===== config.mk =====
export PLATFORM = sky130hd
export DESIGN_NAME = float_to_pcm16_frame_converter
export DESIGN_NICKNAME = d
export VERILOG_FILES = /design/src/hdl/fpc_pkg.sv /design/src/hdl/float_to_pcm16_frame_converter.sv /design/src/hdl/fpc_lane.sv
export SDC_FILE = /design/constraint.sdc
export NUM_CORES = 2
export LEC_CHECK = 0
export BUFFER_PORTS_ARGS = -buffer_cell sky130_fd_sc_hd__buf_2
export CORE_MARGIN = 5
export CORE_UTILIZATION = 60
export CTS_CLUSTER_DIAMETER = 100
export DETAILED_ROUTE_END_ITERATION = 16
export PLACE_DENSITY = 0.74
export SYNTH_ARGS = -nofsm -noshare
export SYNTH_HDL_FRONTEND = slang
export SYNTH_HIERARCHICAL = 1
export SYNTH_SLANG_ARGS = --single-unit

===== constraint.sdc =====
create_clock -name clk -period 11 [get_ports clk]
set_input_delay 1.1 -clock clk [delete_from_list [all_inputs] [get_ports clk]]
set_output_delay 1.1 -clock clk [all_outputs]
set_load 0.01 [all_outputs]

===== src/hdl/fpc_pkg.sv =====
// ----------------------------------------------------------------------------
// fpc_pkg : shared constants and types for the float to PCM16 converter
// Format codes, register indexes and the lane control type.
// ----------------------------------------------------------------------------
`default_nettype none

package fpc_pkg;

  localparam int unsigned WordW = 32;
  localparam int unsigned PcmW  = 16;
  localparam int unsigned CfgW  = 2;
  localparam int unsigned IdxW  = 1;

  localparam logic [CfgW-1:0] FMT_FLOAT = 2'd0;
  localparam logic [CfgW-1:0] FMT_PCM16 = 2'd1;

  localparam logic [IdxW-1:0] REG_SAMPLE_FORMAT = 1'b0;
  localparam logic [IdxW-1:0] REG_OUT_CHANNELS  = 1'b1;

  // IEEE single 32767.0
  localparam logic [31:0] SCALE_BITS = 32'h46FF_FE00;

  typedef struct packed {
    logic            is_float;
    logic            is_pcm;
    logic            mono;
  } lane_ctl_t;

endpackage : fpc_pkg

`default_nettype wire


===== src/hdl/float_to_pcm16_frame_converter.sv =====
// ----------------------------------------------------------------------------
// float_to_pcm16_frame_converter : stereo float32/PCM16 to PCM16 converter
// Two parallel lanes; mono zeroes the right lane; end marks piped alongside.
// ----------------------------------------------------------------------------
// Usage:
//   Pulse start with left_bits, right_bits, silent and last_in_packet; the
//   frame is taken on any edge with start high (busy is always low).
//   done strobes for one cycle with left_pcm, right_pcm and last_out once
//   the frame has passed the lane multiply stage and the rounding stage.
//   One frame per cycle is sustained.
//   Registers: index 0 sample_format, index 1 out_channels; write via cfg_we,
//   cfg_addr, cfg_data while idle.
//   Reset clears the pipeline valid bits and loads format float32, stereo.
//   The receiver cannot stall; results are presented exactly once.
// ----------------------------------------------------------------------------
`default_nettype none

module float_to_pcm16_frame_converter import fpc_pkg::*; (
  input  wire logic             clk,
  input  wire logic             rst,
  input  wire logic             start,
  output logic                  busy,
  input  wire logic [WordW-1:0] left_bits,
  input  wire logic [WordW-1:0] right_bits,
  input  wire logic             silent,
  input  wire logic             last_in_packet,
  input  wire logic             cfg_we,
  input  wire logic [IdxW-1:0]  cfg_addr,
  input  wire logic [CfgW-1:0]  cfg_data,
  output logic                  done,
  output logic      [PcmW-1:0]  left_pcm,
  output logic      [PcmW-1:0]  right_pcm,
  output logic                  last_out
);

  logic [CfgW-1:0] sample_format;
  logic [CfgW-1:0] out_channels;
  logic [1:0]      vld;
  logic [1:0]      last_pipe;
  lane_ctl_t       ctl;

  assign busy = 1'b0;

  always_ff @(posedge clk) begin
    if (rst) begin
      sample_format <= FMT_FLOAT;
      out_channels  <= 2'd2;
      vld           <= '0;
    end else begin
      if (cfg_we && cfg_addr == REG_SAMPLE_FORMAT) sample_format <= cfg_data;
      if (cfg_we && cfg_addr == REG_OUT_CHANNELS)  out_channels  <= cfg_data;
      vld <= {vld[0], start};
    end
    last_pipe <= {last_pipe[0], last_in_packet};
  end

  always_comb begin
    ctl.is_float = (sample_format == FMT_FLOAT);
    ctl.is_pcm   = (sample_format == FMT_PCM16);
    ctl.mono     = (out_channels < 2'd2);
  end

  logic zero_l, zero_r;
  assign zero_l = silent || !(ctl.is_float || ctl.is_pcm);
  assign zero_r = zero_l || ctl.mono;

  fpc_lane u_left (
    .clk(clk), .en(start), .zero(zero_l), .is_float(ctl.is_float),
    .word(left_bits), .pcm(left_pcm)
  );

  fpc_lane u_right (
    .clk(clk), .en(start), .zero(zero_r), .is_float(ctl.is_float),
    .word(right_bits), .pcm(right_pcm)
  );

  assign done     = vld[1];
  assign last_out = last_pipe[1];

  a_lat: assert property (@(posedge clk) disable iff (rst) start |=> ##1 done)
    else $error("missing result beat");
  a_nostart: assert property (@(posedge clk) disable iff (rst)
    (!$past(start, 2) && !$past(rst, 2) && !$past(rst)) |-> !done)
    else $error("spurious result beat");

endmodule : float_to_pcm16_frame_converter

`default_nettype wire


===== src/hdl/fpc_lane.sv =====
// ----------------------------------------------------------------------------
// fpc_lane : one-channel converter
// Two-stage pipe: 24x24 mantissa multiply, then single-precision rounding,
// clamp, round half away from zero and truncate to 16 bits; PCM16 passes raw.
// ----------------------------------------------------------------------------
`default_nettype none

module fpc_lane import fpc_pkg::*; (
  input  wire logic             clk,
  input  wire logic             en,
  input  wire logic             zero,
  input  wire logic             is_float,
  input  wire logic [WordW-1:0] word,
  output logic      [PcmW-1:0]  pcm
);

  // stage 1 registers
  logic [47:0] prod;
  logic        sgn;
  logic [8:0]  exp1;
  logic        nan1;
  logic        inf1;
  logic        zr1;
  logic        flt1;
  logic [PcmW-1:0] raw1;

  logic [7:0]  e_in;
  logic [23:0] m_in;

  assign e_in = word[30:23];
  assign m_in = {(e_in != 8'd0), word[22:0]};

  always_ff @(posedge clk) begin
    if (en) begin
      prod <= 48'(m_in) * 48'({1'b1, SCALE_BITS[22:0]});
      sgn  <= word[31];
      exp1 <= {1'b0, e_in};
      nan1 <= (e_in == 8'hFF) && (word[22:0] != 23'd0);
      inf1 <= (e_in == 8'hFF) && (word[22:0] == 23'd0);
      zr1  <= zero;
      flt1 <= is_float;
      raw1 <= word[PcmW-1:0];
    end
  end

  // stage 2: value = prod * 2^(exp-159); find the integer part.
  // s = m*M * 2^(e-150+14-23); product bits 47:0 scale 2^(e-150-9)
  // normalised product has 24 significant bits; round to nearest even.
  logic        top;
  logic [23:0] sig;
  logic        g, st;
  logic [24:0] sig_r;
  logic signed [11:0] ex;     // exponent of bit 0 of sig_r
  logic [24:0] ip;            // integer magnitude after +0.5 and truncate
  logic [25:0] half_sum;
  logic [7:0]  sh;
  logic [PcmW-1:0] mag;
  logic [PcmW-1:0] res;

  always_comb begin
    top = prod[47];
    if (top) begin
      sig = prod[47:24];
      g   = prod[23];
      st  = |prod[22:0];
    end else begin
      sig = prod[46:23];
      g   = prod[22];
      st  = |prod[21:0];
    end
    sig_r = {1'b0, sig} + 25'((g && (st || sig[0])) ? 1 : 0);
    // m_in LSB weight 2^(e-150) (e>=1), scale LSB weight 2^-9 -> prod LSB 2^(e-159)
    ex = $signed({3'b0, (exp1 == 9'd0) ? 9'd1 : exp1}) - 12'sd159
         + (top ? 12'sd24 : 12'sd23);
    ip = 25'd0;
    half_sum = 26'd0;
    sh = 8'd0;
    // Magnitude clamp: positive ip >= 32767 gives 7FFF; negative ip >= 32768 gives 8000.
    if (ex >= 12'sd0) begin
      ip = 25'h1FF_FFFF;          // far above range
    end else if (ex > -12'sd26) begin
      sh = 8'(-ex);
      // 0.5 is 2^(sh-1) in units of bit 0; truncating the exact sum matches
      // the single-precision sum except just below one half
      half_sum = {1'b0, sig_r} + (26'd1 << (sh - 8'd1));
      ip = 25'(half_sum >> sh);
      if (ex == -12'sd25 && sig_r == 25'h0FF_FFFF) begin
        // 0.5 - 2^-25 plus 0.5 is a tie in single precision, rounds up to 1
        ip = 25'd1;
      end
    end
    if (inf1 || ip >= 25'd32767) begin
      mag = sgn ? 16'h8000 : 16'h7FFF;
    end else begin
      mag = ip[PcmW-1:0];
    end
    if (inf1 || ip >= 25'd32767)
      res = mag;
    else
      res = sgn ? PcmW'(-mag) : mag;
    if (ip >= 25'd32768 || inf1) res = sgn ? 16'h8000 : 16'h7FFF;
    else if (ip == 25'd32767) res = sgn ? 16'h8001 : 16'h7FFF;
  end

  always_ff @(posedge clk) begin
    if (zr1 || (flt1 && nan1))
      pcm <= '0;
    else if (flt1)
      pcm <= res;
    else
      pcm <= raw1;
  end

endmodule : fpc_lane

`default_nettype wire


* After elaboration in Yosys (flattened, before gate mapping) *
Index checks and enable logic that the tools add are counted.

word-level totals
  input port bits = 73
  output and inout bits = 35
  register bits after elaboration = 175
  word-level logic and storage cells = 131

cells by class
  $mul = 2
  $lt $le $gt $ge = 9
  equality and inequality tests = 9
  reduce and logical (&&, ||, !) cells = 37
  bitwise operators = 1
  add/subtract/negate cells = 14
  shift operators = 4
  multiplexer cells = 34

operator list
  cell                                                             number
  2-to-1 mux 16 bit                                                16
  2-to-1 mux 25 bit                                                6
  multiplier 24 x 15 -> 39 bit (second input constant)             2
  adder 25 x 26 -> 26 bit                                          2
  << shifter 1 x 8 -> 26 bit (first input constant)                2
  >> shifter 26 x 8 -> 25 bit                                      2
  adder 24 x 25 -> 25 bit                                          2
  == test 25 x 15 -> 1 bit (second input constant)                 2
  == test 25 x 24 -> 1 bit (second input constant)                 2
  >= comparator 25 x 15 -> 1 bit (second input constant)           2
  >= comparator 25 x 16 -> 1 bit (second input constant)           2
  2-to-1 mux 24 bit                                                2
  logical NOT 23 bit                                               2
  nonzero test 23 bit                                              2
  negator 16 bit                                                   2
  OR reduction 14 bit                                              2
  OR reduction 13 bit                                              2
  == test 12 x 6 -> 1 bit (second input constant)                  2
  >= comparator 12 x 1 -> 1 bit (second input constant)            2
  greater-than comparator 12 x 6 -> 1 bit (second input constant)  2
  adder 10 x 6 -> 11 bit                                           2
  logical NOT 9 bit                                                2
  subtractor 8 x 8 -> 9 bit (second input constant)                2
  == test 8 bit (second input constant)                            2
  13 further kinds                                                 44

* Longest topological paths before layout *
  depth in word-level cells = 21
  gate-level depth with buffers = 48
  depth with buffers taken out = 43

* By module *
Netlist, hierarchy kept.

modules (own cells, without submodules)
  module                          area an instance (µm²)  times used  cells each  seq. area each (µm²)
  fpc_lane at u_right             16234.3                 1           1869        2332.2
  fpc_lane at u_left              15646.3                 1           1742        2332.2
  float_to_pcm16_frame_converter  247.7                   1           24          140.1

* Least setup slack after synthesis *
OpenSTA, ideal clock, no wires.

  path type = reg-to-reg
  from = reg u_left.exp1[4]
  to = reg u_left.pcm[8]
  buffers on the path = 6
  stages on the path, launching flop included = 44
  clock period less this slack = 10050 ps
  arrival time = 9981 ps
  library setup time = 70 ps
  setup slack = 950 ps
  cell sequence = edfxtp_1 > buf_2 > or3_1 > or4_1 > nor2_1 > nor2_1 > ha_1 > inv_1 > clkbuf_1 > buf_1 > clkbuf_1 > ha_1 > and2_1 > buf_2 > o21ai_2 > xnor2_2 > nand4_1 > o311ai_0 > (+8 left out) > a211oi_1 > or2_2 > a221oi_1 > mux4_2 > a21o_1 > o31ai_1 > and4_1 > nand4b_1 > or4_4 > nand2_2 > buf_2 > o21ai_0 > ha_1 > and2_1 > and3_1 > mux2i_1 > o21a_1 > a21oi_1

on the way
  cells in the longest elaborated chain, start to end = 21

RTL lines
  what                         line                            text
  start: declaration           fpc_lane.sv:20                  logic [8:0] exp1;
  start signal: assignment     fpc_lane.sv:37                  exp1 <= {1'b0, e_in};
  logical NOT 9 bit            fpc_lane.sv:73                  ex = $signed({3'b0, (exp1 == 9'd0) ? 9'd1 : exp1}) - 12'sd159
  2-to-1 mux 8 bit *           fpc_lane.sv:73
  subtractor 8 x 8 -> 9 bit *  fpc_lane.sv:73
  adder 10 x 6 -> 11 bit *     fpc_lane.sv:74                  + (top ? 12'sd24 : 12'sd23);
  negator 8 bit                fpc_lane.sv:82                  sh = 8'(-ex);
  subtractor 8 x 1 -> 8 bit    fpc_lane.sv:85                  half_sum = {1'b0, sig_r} + (26'd1 << (sh - 8'd1));
  << shifter 1 x 8 -> 26 bit   fpc_lane.sv:85
  adder 25 x 26 -> 26 bit      fpc_lane.sv:85
  (+5 left out)                --
  logical OR 1 bit             fpc_lane.sv:92, fpc_lane.sv:97
  2-to-1 mux 16 bit            fpc_lane.sv:92                  if (inf1 || ip >= 25'd32767) begin
  negator 16 bit               fpc_lane.sv:100                 res = sgn ? PcmW'(-mag) : mag;
  2-to-1 mux 16 bit            fpc_lane.sv:100
  2-to-1 mux 16 bit            fpc_lane.sv:97                  if (inf1 || ip >= 25'd32767)
  2-to-1 mux 16 bit            fpc_lane.sv:102                 else if (ip == 25'd32767) res = sgn ? 16'h8001 : 16'h7FFF;
  2-to-1 mux 16 bit *          fpc_lane.sv:101                 if (ip >= 25'd32768 || inf1) res = sgn ? 16'h8000 : 16'h7FFF;
  2-to-1 mux 16 bit *          fpc_lane.sv:108                 else if (flt1)
  end signal: assignment       fpc_lane.sv:109                 pcm <= res;
  end signal: assignment       fpc_lane.sv:111                 pcm <= raw1;
  end: declaration             fpc_lane.sv:14                  output logic [PcmW-1:0] pcm

Every way passes the cells marked *; elsewhere a longest branch is shown, timed or not.
A chain may end at the register's enable or synchronous reset.

* Worst setup path in the final report *
  from = reg u_left.exp1[6]
  to = reg u_left.pcm[10]

The elaborated chain is that of the path after synthesis.

==> impl_results.md <==
* Number of global-route vias before repair at 27600
* DRC at 0
* Hold WS at 0.336 ns
* Syn Inst Count at 3635
* Worst setup SP type: flip-flop
* Grt total ovfl at 0
* Vias per cell at 6.54
* CTS Sinks at 173
* I/O pin count at 108
* Clock latency on the worst-skew pair at 0.48 ns
* # setup viols final at 0
* R2R depth at 41
* Initial antenna violation count at 1
* GRT Overall Usage at 32.6%
* Starting Density at 60.9%
* Hold depth at 0
* Setup TNS Final at 0 ns
* Antenna-violating nets left at 0
* Fin Clk Skew at 0.0228 ns
* CTS Hold Buffers Added at 0
* Reg2reg setup slack at 0.50 ns
* EDFF count, synth at 134
* Crit-path max FO at 8
* Max-cap viol count at 0
* Initial detailed-routing violation count at 3152
* Post-layout min period at 10.50 ns
* HP Start: last_pipe[0]$_DFF_P_
* CTS tree: done
* Most common flop cell mapped by yosys: edfxtp_1
* Post-DP Area at 0.0333 sq mm
* Distinct cells, synth at 116
* Die Area at 0.0583 sq mm
* Final nets at 4366
* Max Transition Viols Final at 0
* Final Instance Area at 0.0340 sq mm
* Largest net degree at the start of global routing at 84
* # rows at 84
* Reg-to-Reg End: u_left/pcm[10]$_SDFF_PP0_
* Max Fclk at 95.2 MHz
* Placer Congestion at 1.02
* Hold Fails Final Rpt at 0
* Synthesis-stage register bit count at 173
* FFs w/ async S/R, synth at 0%
* Req. time, crit path at 11.34 ns
* Area Overhead vs Synth at 5.68%
* Routed via count at 28600
* Detail Placement HPWL at 79.7 mm
* R2R Path Start: u_left/exp1[6]$_DFFE_PP_
* Crit-path max cell delay at 0.56 ns
* H-tree depth at 4
* Root Driver: clkbuf_16
* CTS Buf Count at 17
* Routed WL per cell at 22.0 um
* Mapped Area at 0.0321 sq mm
* Yosys warning total at 6
* Cell at the slowest stage of the critical path: or4_4
* First-pass GRT wire length at 152 mm
* Syn_area_per_cell at 8.84 sq um
* Critical path type: reg -> reg
* Drt pass-1 iters at 6
* Die Ht at 241 um
* IO buf count at 106
* Max Buffers Root-to-Sink at 2
* WL final at 96.1 mm
* Fillcell total at 4336
* Core Box Area at 0.0528 sq mm
* Die Width at 241 um
* CTS clk-pin slew, worst paths at 0.08 ns
* Worst setup EP type: flip-flop
* Seq/Total Area, Yosys at 15.0%
* Final Cycle Share at 95.4%
* Status: complete, no violations
* CP arrival at 10.84 ns
* Hold Path Class: reg -> reg
* Least-Margin Pin Slew at 1.07 ns
* Layout cells sized above 1 at 8.67%
* Synth Net Count at 4334
* Slew margin rel. at 28.8%
* Hold Path Sink: last_pipe[1]$_DFF_P_
==> cell families after synthesis <==
kind of cell / synth area share, %
compound gates: 18.2
xor+xnor: 5.28
fa+ha+maj: 32.7
buf+inv: 7.47
flops: 15.0
mux: 4.11
other cells: 0.0117
simple gates: 17.4
==> cells in the mapped netlist, types with 38 or more instances <==
library cell / instances / area, sq um
a21o_1: 57 / 428
a31oi_1: 46 / 288
and2_1: 45 / 282
o21ai_0: 105 / 526
nand2_1: 257 / 965
nand4_1: 54 / 338
o21ai_1: 38 / 190
mux2i_1: 78 / 781
xor2_1: 45 / 394
dfxtp_1: 39 / 781
ha_1: 272 / 3400
o21a_1: 38 / 285
inv_1: 479 / 1800
clkbuf_1: 106 / 398
nor4_1: 38 / 238
fa_1: 354 / 7090
xnor2_1: 133 / 1160
nor3_1: 102 / 510
a21oi_1: 172 / 861
edfxtp_1: 134 / 4020
and3_1: 40 / 250
a211oi_1: 51 / 383
nor2_1: 235 / 882
nand2b_1: 39 / 244
nand3_1: 96 / 480
==> registers in the layout (all words and copies together), names as in the netlist, 2 cells and up <==
name           cells
u_right/raw1      16
sample_format      2
u_left/prod       38
last_pipe          2
u_left/pcm        16
u_right/exp1       8
u_right/pcm       16
u_right/prod      38
u_left/raw1       16
vld                2
u_left/exp1        8
==> placed cells by master, fill, tap and decap left out, drive strengths merged, types with 20 or more instances in the layout <==
cell,Yosys,layout
a31oi,46,46
clkbuf,106,20
o21a,38,38
nor2b,25,25
nand2,258,258
nor3,107,107
nand4,55,55
xor2,46,46
ha,272,272
dfxtp,39,39
mux2i,79,79
o21ai,144,144
a21oi,174,174
fa,354,354
edfxtp,134,134
nor4,44,44
buf,38,157
o211ai,34,34
a311oi,29,29
nor2,236,236
nand2b,40,40
xnor2,139,139
or3,35,35
or2,24,24
and2,45,45
inv,480,487
a21o,57,57
a211oi,52,52
a211o,20,20
nand3,97,97
and3,41,41
==> repair_timing <==
| action | 4_1_cts | 5_1_grt |
|---|---|---|
| resized for setup | 0 | 19 |
| endpoints found under the setup margin | 0 | 15 |
| hold endpoints to repair | 0 | 0 |
| buffers inserted | 0 | 6 |
==> worst max-delay path, delay by kind of cell (launching register included) <==
| kind | cells | cell delay [ns] |
|---|---|---|
| mux | 3 | 0.97 |
| compound gates | 11 | 2.36 |
| fa+ha+maj | 4 | 1.37 |
| xor+xnor | 1 | 0.22 |
| buf+inv | 3 | 0.32 |
| simple gates | 19 | 4.57 |
| flops | 1 | 0.52 |
==> metrics by stage <==
step	utilization (%)	worst slack, ns	std cells
floorplan	-	0.950	3635
global placement	63.1	0.613	4330
detailed placement	63.1	0.321	4330
CTS	64.1	0.299	4362
global route	64.3	-0.0109	4368
finish	64.4	0.501	4369
==> metal layers <==
layer,up-vias,GRT usage [%],share of wire [%]
met5,-,0,0.014
met2,1516,49.3,44
met3,161,6.36,9.1
li1,13000,-,-
met1,13900,49.3,44
met4,2,6.92,2.0
==> cell type report <==
type                            instances  area [sq um]  area share (%)
Inverter                              480          1800            5.31
Clock buffer                           20           458            1.35
Timing Repair Buffer                  157           920            2.71
Clock inverter                         12          98.8           0.291
Multi-Input combinational cell       2838         25000            73.7
Tap cell                              688           861            2.54
Sequential cell                       173          4800            14.2
Antenna cell                            1          2.50         0.00737
==> worst max-delay path by stage <==
stage                                         from                         to  cells past startpoint
final                     u_left/exp1[6]$_DFFE_PP_  u_left/pcm[10]$_SDFF_PP0_                     41
after global routing      u_left/exp1[6]$_DFFE_PP_  u_left/pcm[10]$_SDFF_PP0_                     38
after CTS                 u_left/exp1[4]$_DFFE_PP_   u_left/pcm[8]$_SDFF_PP0_                     39
after detailed placement  u_left/exp1[4]$_DFFE_PP_  u_left/pcm[10]$_SDFF_PP0_                     39
after global placement    u_left/exp1[4]$_DFFE_PP_   u_left/pcm[4]$_SDFF_PP0_                     38
after floorplan           u_left/exp1[4]$_DFFE_PP_   u_left/pcm[8]$_SDFF_PP0_                     43
Power is not shown: default switching activity piles up to over one toggle a cycle in this logic, so the estimate is an artifact.
